## src/sv/rtpq_pkg.sv

```systemverilog
`timescale 1ns / 1ps
// ----------------------------------------------------------------------------
// Release-time priority queue: shared package
// Types, codes and defaults used by the controller, datapath and top level.
// ----------------------------------------------------------------------------
package rtpq_pkg;

  // Default number of job slots
  localparam int unsigned DepthDefault = 16;

  // Field widths fixed by the item format
  localparam int unsigned JobW   = 16;
  localparam int unsigned TimeW  = 16;
  localparam int unsigned PrioW  = 4;
  localparam int unsigned ProgW  = 2;
  localparam int unsigned StatW  = 2;

  // Operation codes of an input item
  typedef enum logic {
    OpInsert  = 1'b0,
    OpRelease = 1'b1
  } op_e;

  // Result status codes
  typedef enum logic [StatW-1:0] {
    StAccepted = 2'd0,
    StFull     = 2'd1,
    StReleased = 2'd2
  } status_e;

  // Controller states
  typedef enum logic [1:0] {
    SIdle,
    SInsert,
    SRelease
  } state_e;

  // Commands from controller to datapath
  typedef struct packed {
    logic load;    // capture the input item
    logic insert;  // place the captured job in the row
    logic pop;     // emit the head job and shift the row down
  } cmd_t;

  // Status from datapath to controller
  typedef struct packed {
    logic head_due;  // head slot holds a job due at the captured time
    logic next_due;  // second slot holds a job due as well
  } stat_t;

endpackage

```

## src/sv/rtpq_ctrl.sv

```systemverilog
`timescale 1ns / 1ps
// ----------------------------------------------------------------------------
// Release-time priority queue: controller
// Sequences one item at a time: a single insert step, or one pop per due job.
// ----------------------------------------------------------------------------
module rtpq_ctrl (
  input  logic            clk_i,
  input  logic            rst_ni,
  input  logic            start,
  input  rtpq_pkg::op_e   op_i,
  input  rtpq_pkg::stat_t stat_i,
  output logic            busy,
  output rtpq_pkg::cmd_t  cmd_o
);

  rtpq_pkg::state_e state_q, state_d;

  // Hold the state
  always_ff @(posedge clk_i or negedge rst_ni) begin
    if (!rst_ni) begin
      state_q <= rtpq_pkg::SIdle;
    end else begin
      state_q <= state_d;
    end
  end

  // Choose the next state and issue commands
  always_comb begin
    state_d = state_q;
    cmd_o   = '0;
    busy    = 1'b1;
    unique case (state_q)
      rtpq_pkg::SIdle: begin
        busy = 1'b0;
        if (start) begin
          cmd_o.load = 1'b1;
          state_d    = (op_i == rtpq_pkg::OpInsert) ? rtpq_pkg::SInsert
                                                    : rtpq_pkg::SRelease;
        end
      end
      rtpq_pkg::SInsert: begin
        cmd_o.insert = 1'b1;
        state_d      = rtpq_pkg::SIdle;
      end
      rtpq_pkg::SRelease: begin
        // Pop while the head is due; finish once the next one is not
        if (stat_i.head_due) begin
          cmd_o.pop = 1'b1;
          if (!stat_i.next_due) begin
            state_d = rtpq_pkg::SIdle;
          end
        end else begin
          state_d = rtpq_pkg::SIdle;
        end
      end
      default: begin
        state_d = rtpq_pkg::SIdle;
      end
    endcase
  end

endmodule

```

## src/sv/rtpq_dp.sv

```systemverilog
`timescale 1ns / 1ps
// ----------------------------------------------------------------------------
// Release-time priority queue: datapath
// Sorted row of job slots with a compare per slot, the fill count and the
// result register.
// ----------------------------------------------------------------------------
module rtpq_dp #(
  parameter int unsigned Depth = rtpq_pkg::DepthDefault
) (
  input  logic                        clk_i,
  input  logic                        rst_ni,
  input  rtpq_pkg::cmd_t              cmd_i,
  output rtpq_pkg::stat_t             stat_o,
  input  logic [rtpq_pkg::JobW-1:0]   job_id_i,
  input  logic [rtpq_pkg::TimeW-1:0]  start_time_i,
  input  logic [rtpq_pkg::PrioW-1:0]  priority_req_i,
  input  logic [rtpq_pkg::ProgW-1:0]  program_req_i,
  input  logic [rtpq_pkg::TimeW-1:0]  elapsed_time_i,
  output logic                        strobe_o,
  output logic [rtpq_pkg::StatW-1:0]  status_o,
  output logic [rtpq_pkg::JobW-1:0]   out_job_id_o,
  output logic [rtpq_pkg::PrioW-1:0]  out_priority_o,
  output logic [rtpq_pkg::ProgW-1:0]  out_program_o,
  output logic [rtpq_pkg::TimeW-1:0]  out_start_time_o,
  output logic                        last_o
);

  localparam int unsigned CntW = $clog2(Depth + 1);

  // Captured item
  logic [rtpq_pkg::JobW-1:0]  job_q;
  logic [rtpq_pkg::TimeW-1:0] start_q;
  logic [rtpq_pkg::PrioW-1:0] prio_q;
  logic [rtpq_pkg::ProgW-1:0] prog_q;
  logic [rtpq_pkg::TimeW-1:0] now_q;

  // Slot row, slot 0 is the head
  logic [rtpq_pkg::TimeW-1:0] slot_start_q [Depth];
  logic [rtpq_pkg::PrioW-1:0] slot_prio_q  [Depth];
  logic [rtpq_pkg::JobW-1:0]  slot_job_q   [Depth];
  logic [rtpq_pkg::ProgW-1:0] slot_prog_q  [Depth];
  logic [rtpq_pkg::TimeW-1:0] slot_start_d [Depth];
  logic [rtpq_pkg::PrioW-1:0] slot_prio_d  [Depth];
  logic [rtpq_pkg::JobW-1:0]  slot_job_d   [Depth];
  logic [rtpq_pkg::ProgW-1:0] slot_prog_d  [Depth];

  logic [CntW-1:0] fill_q, fill_d;

  logic             full;
  logic             do_insert;
  logic [Depth-1:0] after;       // slot sorts at or before the new job
  logic [Depth-1:0] prev_after;  // same flag for the slot above

  // Result register
  logic                       strobe_q, strobe_d;
  logic [rtpq_pkg::StatW-1:0] status_q, status_d;
  logic [rtpq_pkg::JobW-1:0]  res_job_q, res_job_d;
  logic [rtpq_pkg::PrioW-1:0] res_prio_q, res_prio_d;
  logic [rtpq_pkg::ProgW-1:0] res_prog_q, res_prog_d;
  logic [rtpq_pkg::TimeW-1:0] res_start_q, res_start_d;
  logic                       last_q, last_d;

  assign full      = (fill_q == CntW'(Depth));
  assign do_insert = cmd_i.insert && !full;

  // Compare every occupied slot with the new job
  always_comb begin
    for (int i = 0; i < Depth; i++) begin
      after[i] = (CntW'(i) < fill_q) &&
                 ((slot_start_q[i] < start_q) ||
                  ((slot_start_q[i] == start_q) && (slot_prio_q[i] <= prio_q)));
    end
  end

  assign prev_after = {after[Depth-2:0], 1'b1};

  // Due flags for the head and the slot behind it
  assign stat_o.head_due = (fill_q != '0) && (slot_start_q[0] <= now_q);
  assign stat_o.next_due = (fill_q > CntW'(1)) && (slot_start_q[1] <= now_q);

  // Per slot: keep, take the new job, shift up on insert, shift down on pop
  for (genvar g = 0; g < Depth; g++) begin : g_slot
    logic [rtpq_pkg::TimeW-1:0] up_start, dn_start;
    logic [rtpq_pkg::PrioW-1:0] up_prio, dn_prio;
    logic [rtpq_pkg::JobW-1:0]  up_job, dn_job;
    logic [rtpq_pkg::ProgW-1:0] up_prog, dn_prog;

    if (g == 0) begin : g_head
      assign up_start = start_q;
      assign up_prio  = prio_q;
      assign up_job   = job_q;
      assign up_prog  = prog_q;
    end else begin : g_body
      assign up_start = slot_start_q[g-1];
      assign up_prio  = slot_prio_q[g-1];
      assign up_job   = slot_job_q[g-1];
      assign up_prog  = slot_prog_q[g-1];
    end

    if (g == Depth - 1) begin : g_tail
      assign dn_start = slot_start_q[g];
      assign dn_prio  = slot_prio_q[g];
      assign dn_job   = slot_job_q[g];
      assign dn_prog  = slot_prog_q[g];
    end else begin : g_inner
      assign dn_start = slot_start_q[g+1];
      assign dn_prio  = slot_prio_q[g+1];
      assign dn_job   = slot_job_q[g+1];
      assign dn_prog  = slot_prog_q[g+1];
    end

    always_comb begin
      slot_start_d[g] = slot_start_q[g];
      slot_prio_d[g]  = slot_prio_q[g];
      slot_job_d[g]   = slot_job_q[g];
      slot_prog_d[g]  = slot_prog_q[g];
      if (do_insert && !after[g]) begin
        if (prev_after[g]) begin
          slot_start_d[g] = start_q;
          slot_prio_d[g]  = prio_q;
          slot_job_d[g]   = job_q;
          slot_prog_d[g]  = prog_q;
        end else begin
          slot_start_d[g] = up_start;
          slot_prio_d[g]  = up_prio;
          slot_job_d[g]   = up_job;
          slot_prog_d[g]  = up_prog;
        end
      end else if (cmd_i.pop) begin
        slot_start_d[g] = dn_start;
        slot_prio_d[g]  = dn_prio;
        slot_job_d[g]   = dn_job;
        slot_prog_d[g]  = dn_prog;
      end
    end
  end

  // Advance the fill count and form the result
  always_comb begin
    fill_d      = fill_q;
    strobe_d    = 1'b0;
    status_d    = rtpq_pkg::StAccepted;
    res_job_d   = '0;
    res_prio_d  = '0;
    res_prog_d  = '0;
    res_start_d = '0;
    last_d      = 1'b1;
    if (cmd_i.insert) begin
      strobe_d = 1'b1;
      if (full) begin
        status_d = rtpq_pkg::StFull;
      end else begin
        fill_d = fill_q + CntW'(1);
      end
    end else if (cmd_i.pop) begin
      fill_d      = fill_q - CntW'(1);
      strobe_d    = 1'b1;
      status_d    = rtpq_pkg::StReleased;
      res_job_d   = slot_job_q[0];
      res_prio_d  = slot_prio_q[0];
      res_prog_d  = slot_prog_q[0];
      res_start_d = slot_start_q[0];
      last_d      = !stat_o.next_due;
    end
  end

  // Control registers
  always_ff @(posedge clk_i or negedge rst_ni) begin
    if (!rst_ni) begin
      fill_q   <= '0;
      strobe_q <= 1'b0;
    end else begin
      fill_q   <= fill_d;
      strobe_q <= strobe_d;
    end
  end

  // Payload registers
  always_ff @(posedge clk_i) begin
    if (cmd_i.load) begin
      job_q   <= job_id_i;
      start_q <= start_time_i;
      prio_q  <= priority_req_i;
      prog_q  <= program_req_i;
      now_q   <= elapsed_time_i;
    end
    for (int i = 0; i < Depth; i++) begin
      slot_start_q[i] <= slot_start_d[i];
      slot_prio_q[i]  <= slot_prio_d[i];
      slot_job_q[i]   <= slot_job_d[i];
      slot_prog_q[i]  <= slot_prog_d[i];
    end
    status_q    <= status_d;
    res_job_q   <= res_job_d;
    res_prio_q  <= res_prio_d;
    res_prog_q  <= res_prog_d;
    res_start_q <= res_start_d;
    last_q      <= last_d;
  end

  assign strobe_o         = strobe_q;
  assign status_o         = status_q;
  assign out_job_id_o     = res_job_q;
  assign out_priority_o   = res_prio_q;
  assign out_program_o    = res_prog_q;
  assign out_start_time_o = res_start_q;
  assign last_o           = last_q;

`ifndef SYNTHESIS
  a_fill_bound: assert property (@(posedge clk_i) disable iff (!rst_ni)
    fill_q <= CntW'(Depth))
    else $error("fill count beyond capacity");

  a_insert_grows: assert property (@(posedge clk_i) disable iff (!rst_ni)
    (cmd_i.insert && !full) |=> (fill_q == $past(fill_q) + CntW'(1)))
    else $error("accepted insert did not grow the fill count");

  a_pop_nonempty: assert property (@(posedge clk_i) disable iff (!rst_ni)
    cmd_i.pop |-> (fill_q != '0))
    else $error("pop from an empty row");

  a_last_ends_release: assert property (@(posedge clk_i) disable iff (!rst_ni)
    (cmd_i.pop && !stat_o.next_due) |=> !cmd_i.pop)
    else $error("pop continued after the last due job");
`endif

endmodule

```

## src/sv/release_time_priority_queue.sv

```systemverilog
`timescale 1ns / 1ps
// ----------------------------------------------------------------------------
// Release-time priority queue
// Holds pending jobs sorted by start time, then priority, then arrival, and
// releases every job due at a given elapsed time.
// ----------------------------------------------------------------------------
// Usage:
//   Command channel: an item is taken at a clock edge with start high and
//   busy low. operation selects insert (job_id, start_time, priority_req,
//   program_req) or release (elapsed_time).
//   Result channel: each result is shown for one cycle with strobe_o high.
//   An insert gives one result, accepted or full, with last_o set. A release
//   gives one result per due job, head first, last_o on the final one, or no
//   result when nothing is due.
//   Timing: an insert holds busy for its insert step and its result appears
//   in the cycle after that step, so the next item is taken only once the
//   insert step is over. A release holds busy while it pops the due jobs,
//   one pop of the head slot per cycle, and each result follows its pop.
//   Every slot compares against the new job in parallel, so an insert is a
//   single compare-and-shift step regardless of the fill level.
//   Reset empties the queue; no clearing pass is needed. The receiver cannot
//   stall, so results are never held back.
// ----------------------------------------------------------------------------
module release_time_priority_queue #(
  parameter int unsigned DEPTH = rtpq_pkg::DepthDefault
) (
  input  logic                        clk_i,
  input  logic                        rst_ni,
  input  logic                        start,
  output logic                        busy,
  input  logic                        operation_i,
  input  logic [rtpq_pkg::JobW-1:0]   job_id_i,
  input  logic [rtpq_pkg::TimeW-1:0]  start_time_i,
  input  logic [rtpq_pkg::PrioW-1:0]  priority_req_i,
  input  logic [rtpq_pkg::ProgW-1:0]  program_req_i,
  input  logic [rtpq_pkg::TimeW-1:0]  elapsed_time_i,
  output logic                        strobe_o,
  output logic [rtpq_pkg::StatW-1:0]  status_o,
  output logic [rtpq_pkg::JobW-1:0]   out_job_id_o,
  output logic [rtpq_pkg::PrioW-1:0]  out_priority_o,
  output logic [rtpq_pkg::ProgW-1:0]  out_program_o,
  output logic [rtpq_pkg::TimeW-1:0]  out_start_time_o,
  output logic                        last_o
);

  rtpq_pkg::cmd_t  cmd;
  rtpq_pkg::stat_t stat;
  rtpq_pkg::op_e   op;

  assign op = rtpq_pkg::op_e'(operation_i);

  // Sequence the items
  rtpq_ctrl u_ctrl (
    .clk_i  (clk_i),
    .rst_ni (rst_ni),
    .start  (start),
    .op_i   (op),
    .stat_i (stat),
    .busy   (busy),
    .cmd_o  (cmd)
  );

  // Hold the sorted row and form results
  rtpq_dp #(
    .Depth (DEPTH)
  ) u_dp (
    .clk_i            (clk_i),
    .rst_ni           (rst_ni),
    .cmd_i            (cmd),
    .stat_o           (stat),
    .job_id_i         (job_id_i),
    .start_time_i     (start_time_i),
    .priority_req_i   (priority_req_i),
    .program_req_i    (program_req_i),
    .elapsed_time_i   (elapsed_time_i),
    .strobe_o         (strobe_o),
    .status_o         (status_o),
    .out_job_id_o     (out_job_id_o),
    .out_priority_o   (out_priority_o),
    .out_program_o    (out_program_o),
    .out_start_time_o (out_start_time_o),
    .last_o           (last_o)
  );

endmodule

```

## config.mk

```make
export PLATFORM = sky130hd
export DESIGN_NAME = release_time_priority_queue
export DESIGN_NICKNAME = d
export VERILOG_FILES = /design/src/sv/rtpq_pkg.sv /design/src/sv/rtpq_ctrl.sv /design/src/sv/rtpq_dp.sv /design/src/sv/release_time_priority_queue.sv
export SDC_FILE = /design/constraint.sdc
export NUM_CORES = 2
export LEC_CHECK = 0
export ABC_AREA = 1
export ABC_CLOCK_PERIOD_IN_PS = 3900
export BUFFER_PORTS_ARGS = -buffer_cell sky130_fd_sc_hd__buf_2
export CAP_MARGIN = 0
export CORE_MARGIN = 2
export CORE_UTILIZATION = 45
export DETAILED_ROUTE_END_ITERATION = 12
export PLACE_DENSITY = 0.74
export SYNTH_ARGS = -nofsm -noshare
export SYNTH_HDL_FRONTEND = slang
export SYNTH_SLANG_ARGS = --single-unit
```

## constraint.sdc

```tcl
create_clock -name clk_i -period 3.9 [get_ports clk_i]
set_input_delay 0.78 -clock clk_i [delete_from_list [all_inputs] [get_ports clk_i]]
set_output_delay 0.78 -clock clk_i [all_outputs]
set_load 0.02 [all_outputs]
```

==> flow_metrics.tcl <==
set metrics [dict create \
    timing.final.ws_setup_ns 0.326 \
    initialDrtViolationCount 4827 \
    min_period_ns 3.57 \
    end_kind "register" \
    dr.pass1.iters 6 \
    power.density_nw_per_um2 718 \
    async_reset_ff_share_pct 1.13 \
    dpl_cell_area_um2 46800 \
    die_w_um 321 \
    ant_nets 0 \
    crit_arrival_ns 3.85 \
    io_pins 101 \
    fin_cells 7220 \
    synth.top_cell.area_share_pct 44.1 \
    wl_per_cell_um 20.2 \
    cts_tree "yes" \
    path_class "register to register" \
    gp_congestion 0.936 \
    dp_hpwl_um 102000 \
    peakVddDrop_mv 0.407 \
    syn_area_um2 45100 \
    min_path_type "primary input to register" \
    portBuffers 100 \
    cap_violations 0 \
    synth-seq-cells 711 \
    die_h_um 321 \
    hold_viol_final 0 \
    setup_violations 0 \
    cts_buffers 81 \
    clkPwrFrac_pct 21.9 \
    drc 0 \
    grt_max_degree 77 \
    num_rows 116 \
    design_area_um2 49500 \
    clk_path_buf_depth 3 \
    dp.cells 7067 \
    place_ws_ns 0.536 \
    yosysUniqueCellTypes 36 \
    grt_usage_pct 27.8 \
    yosys_warnings 0 \
    cp-start-kind "register" \
    synth.area.top_cells "edfxtp_1 44%, nand2_1 26%, ha_1 9.8%, nand3_1 6.3%, inv_1 1.9%" \
    antenna_found_initial 4 \
    cts_resized 0 \
    crit_required_ns 4.17 \
    min_period_over_period_pct 91.6 \
    drive_gt1_share_pct 7.15 \
    clkSinkCount 711 \
    crit_fanout 38 \
    p_leak_nw 24.4 \
    clock.fmax_ghz 0.280 \
    skew_ns 0.0328 \
    synth_nets 6271 \
    synth_edf_count 662 \
    worst_pin_slew_ns 1.21 \
    core_area_um2 99700 \
    intPower_mw 20.0 \
    yosys.area.top_type "edfxtp_1" \
    swShare_pct 43.9 \
    cts-root-buf "clkbuf_16" \
    clk_latency_ns 0.67 \
    synthCells 5858 \
    syn_to_final_growth_pct 9.85 \
    grt-ovfl-total 0 \
    start_util_pct 45.2 \
    sequentialPowerShare_pct 35.6 \
    die-area_um2 103000 \
    grt_pass1_wl_um 224000 \
    synth_common_cells "3129 x nand2_1, 662 x edfxtp_1, 565 x nand3_1" \
    clk_pin_slew_ns 0.07 \
    p_sw_mw 15.6 \
    outcome "finished, final reports clean" \
    synth_seq_area_share_pct 46.3 \
    slew_headroom_pct 19.0 \
    synth.most_common_cell "nand2_1" \
    via_per_inst 5.59 \
    wirelength_um 146000 \
    synth_ff_type "edfxtp_1" \
    htreeDepth 3 \
    vias 40400 \
    tns_ns 0 \
    nets 6266 \
    grt_setup_unrepaired "no" \
    maxSlewViolCount 0 \
    first_global_vias 37900 \
    p_comb_share_pct 42.5 \
    syn_avg_cell_area_um2 7.70 \
]
-- cell usage in the layout (no fill, tap or decap), drive strengths merged, types with 4 or more instances in the layout --
master and instances:
a21o 15, a21oi 146, buf 254, bufinv 4
clkbuf 110, clkinv 27, clkinvlp 4, dfrtp 8
dfxtp 41, edfxtp 662, ha 355, inv 254
nand2 3138, nand3 566, nand3b 12, nand4 44
nor2 130, nor3 12, o21ai 123, xor2 4
-- what timing repair did --
item / CTS / global route
hold buffers: 1 / 0
hold endpoints to repair: 8 / 0
buffers inserted: 0 / 0
-- kinds of logic after synthesis --
family          share of synthesized area (%)
buf+inv                                  5.72
compound gates                           3.39
simple gates                             34.6
flops                                    46.3
xor+xnor                                0.117
fa+ha+maj                                9.85
-- critical path: stages (launching register included) --
cell	delay, ns
edfxtp_1	0.57
ha_1	0.38
nand2_1	0.06
inv_1	0.05
nand3_1	0.10
nor3_1	0.40
nand3_1	0.14
nand2_1	0.13
nand2_2	0.51
nand2_1	0.23
buf_4	0.57
-- final cells by class --
cell class              count  area, um^2
fillers                  9489       50200
multi-input cells        4555       21700
flip-flops and latches    711       20900
clock buffers             110        2280
repair buffers            255        1720
well taps                1298        1620
inverters                 249         935
clock inverters            40         397
diodes                      2        5.00
-- layer usage --
layer / track usage (%) / part of all wire [%]
met1: 37.8 / 42
met2: 43.5 / 44
met3: 6.02 / 11
met4: 10.6 / 3.4
met5: 0 / 0.0089
-- power groups by stage --
stage / combinational, mW / clock, mW / sequential (mW)
floorplan: 10.7 / 0 / 12.2
global placement: 14.4 / 0 / 12.7
detailed placement: 14.8 / 0 / 12.7
CTS: 14.8 / 7.86 / 12.6
global route: 16.9 / 8.15 / 12.8
finish: 15.1 / 7.80 / 12.7
-- per-stage QoR --
step	power (mW)	utilization, %	hold slack [ns]
after global routing	37.8	49.7	0.270
final	35.6	49.7	0.285
after detailed placement	27.5	47.0	0.507
after global placement	27.1	47.0	0.507
after floorplan	22.9	-	0.465
after CTS	35.3	49.7	0.254
-- registers in the layout, summed over array words and instances, names as in the netlist, 32 cells and up --
name / flops
u_dp.slot_prio_q: 64
u_dp.slot_job_q: 256
u_dp.slot_start_q: 256
u_dp.slot_prog_q: 32
-- final timing paths --
path	from	end	slack, ns	cells past startpoint
worst max-delay path	u_dp.slot_start_q[0][15]$_DFFE_PP_	u_dp.slot_start_q[1][74]$_DFFE_PP_	0.33	10
worst min-delay path	job_id_i[3]	u_dp.g_slot[0].up_job[3]$_DFFE_PP_	0.29	1
worst max register to register	u_dp.slot_start_q[0][15]$_DFFE_PP_	u_dp.slot_start_q[1][74]$_DFFE_PP_	0.33	10
worst min register to register	u_dp.slot_job_q[0][13]$_DFFE_PP_	u_dp.out_job_id_o[13]$_SDFF_PP0_	0.53	2
max in group asynchronous	rst_ni	u_dp.fill_q[4]$_DFFE_PN0P_	3.08	2
min in group asynchronous	rst_ni	u_dp.fill_q[1]$_DFFE_PN0P_	0.65	2
Note: power is estimated with default switching activity, not from simulation.
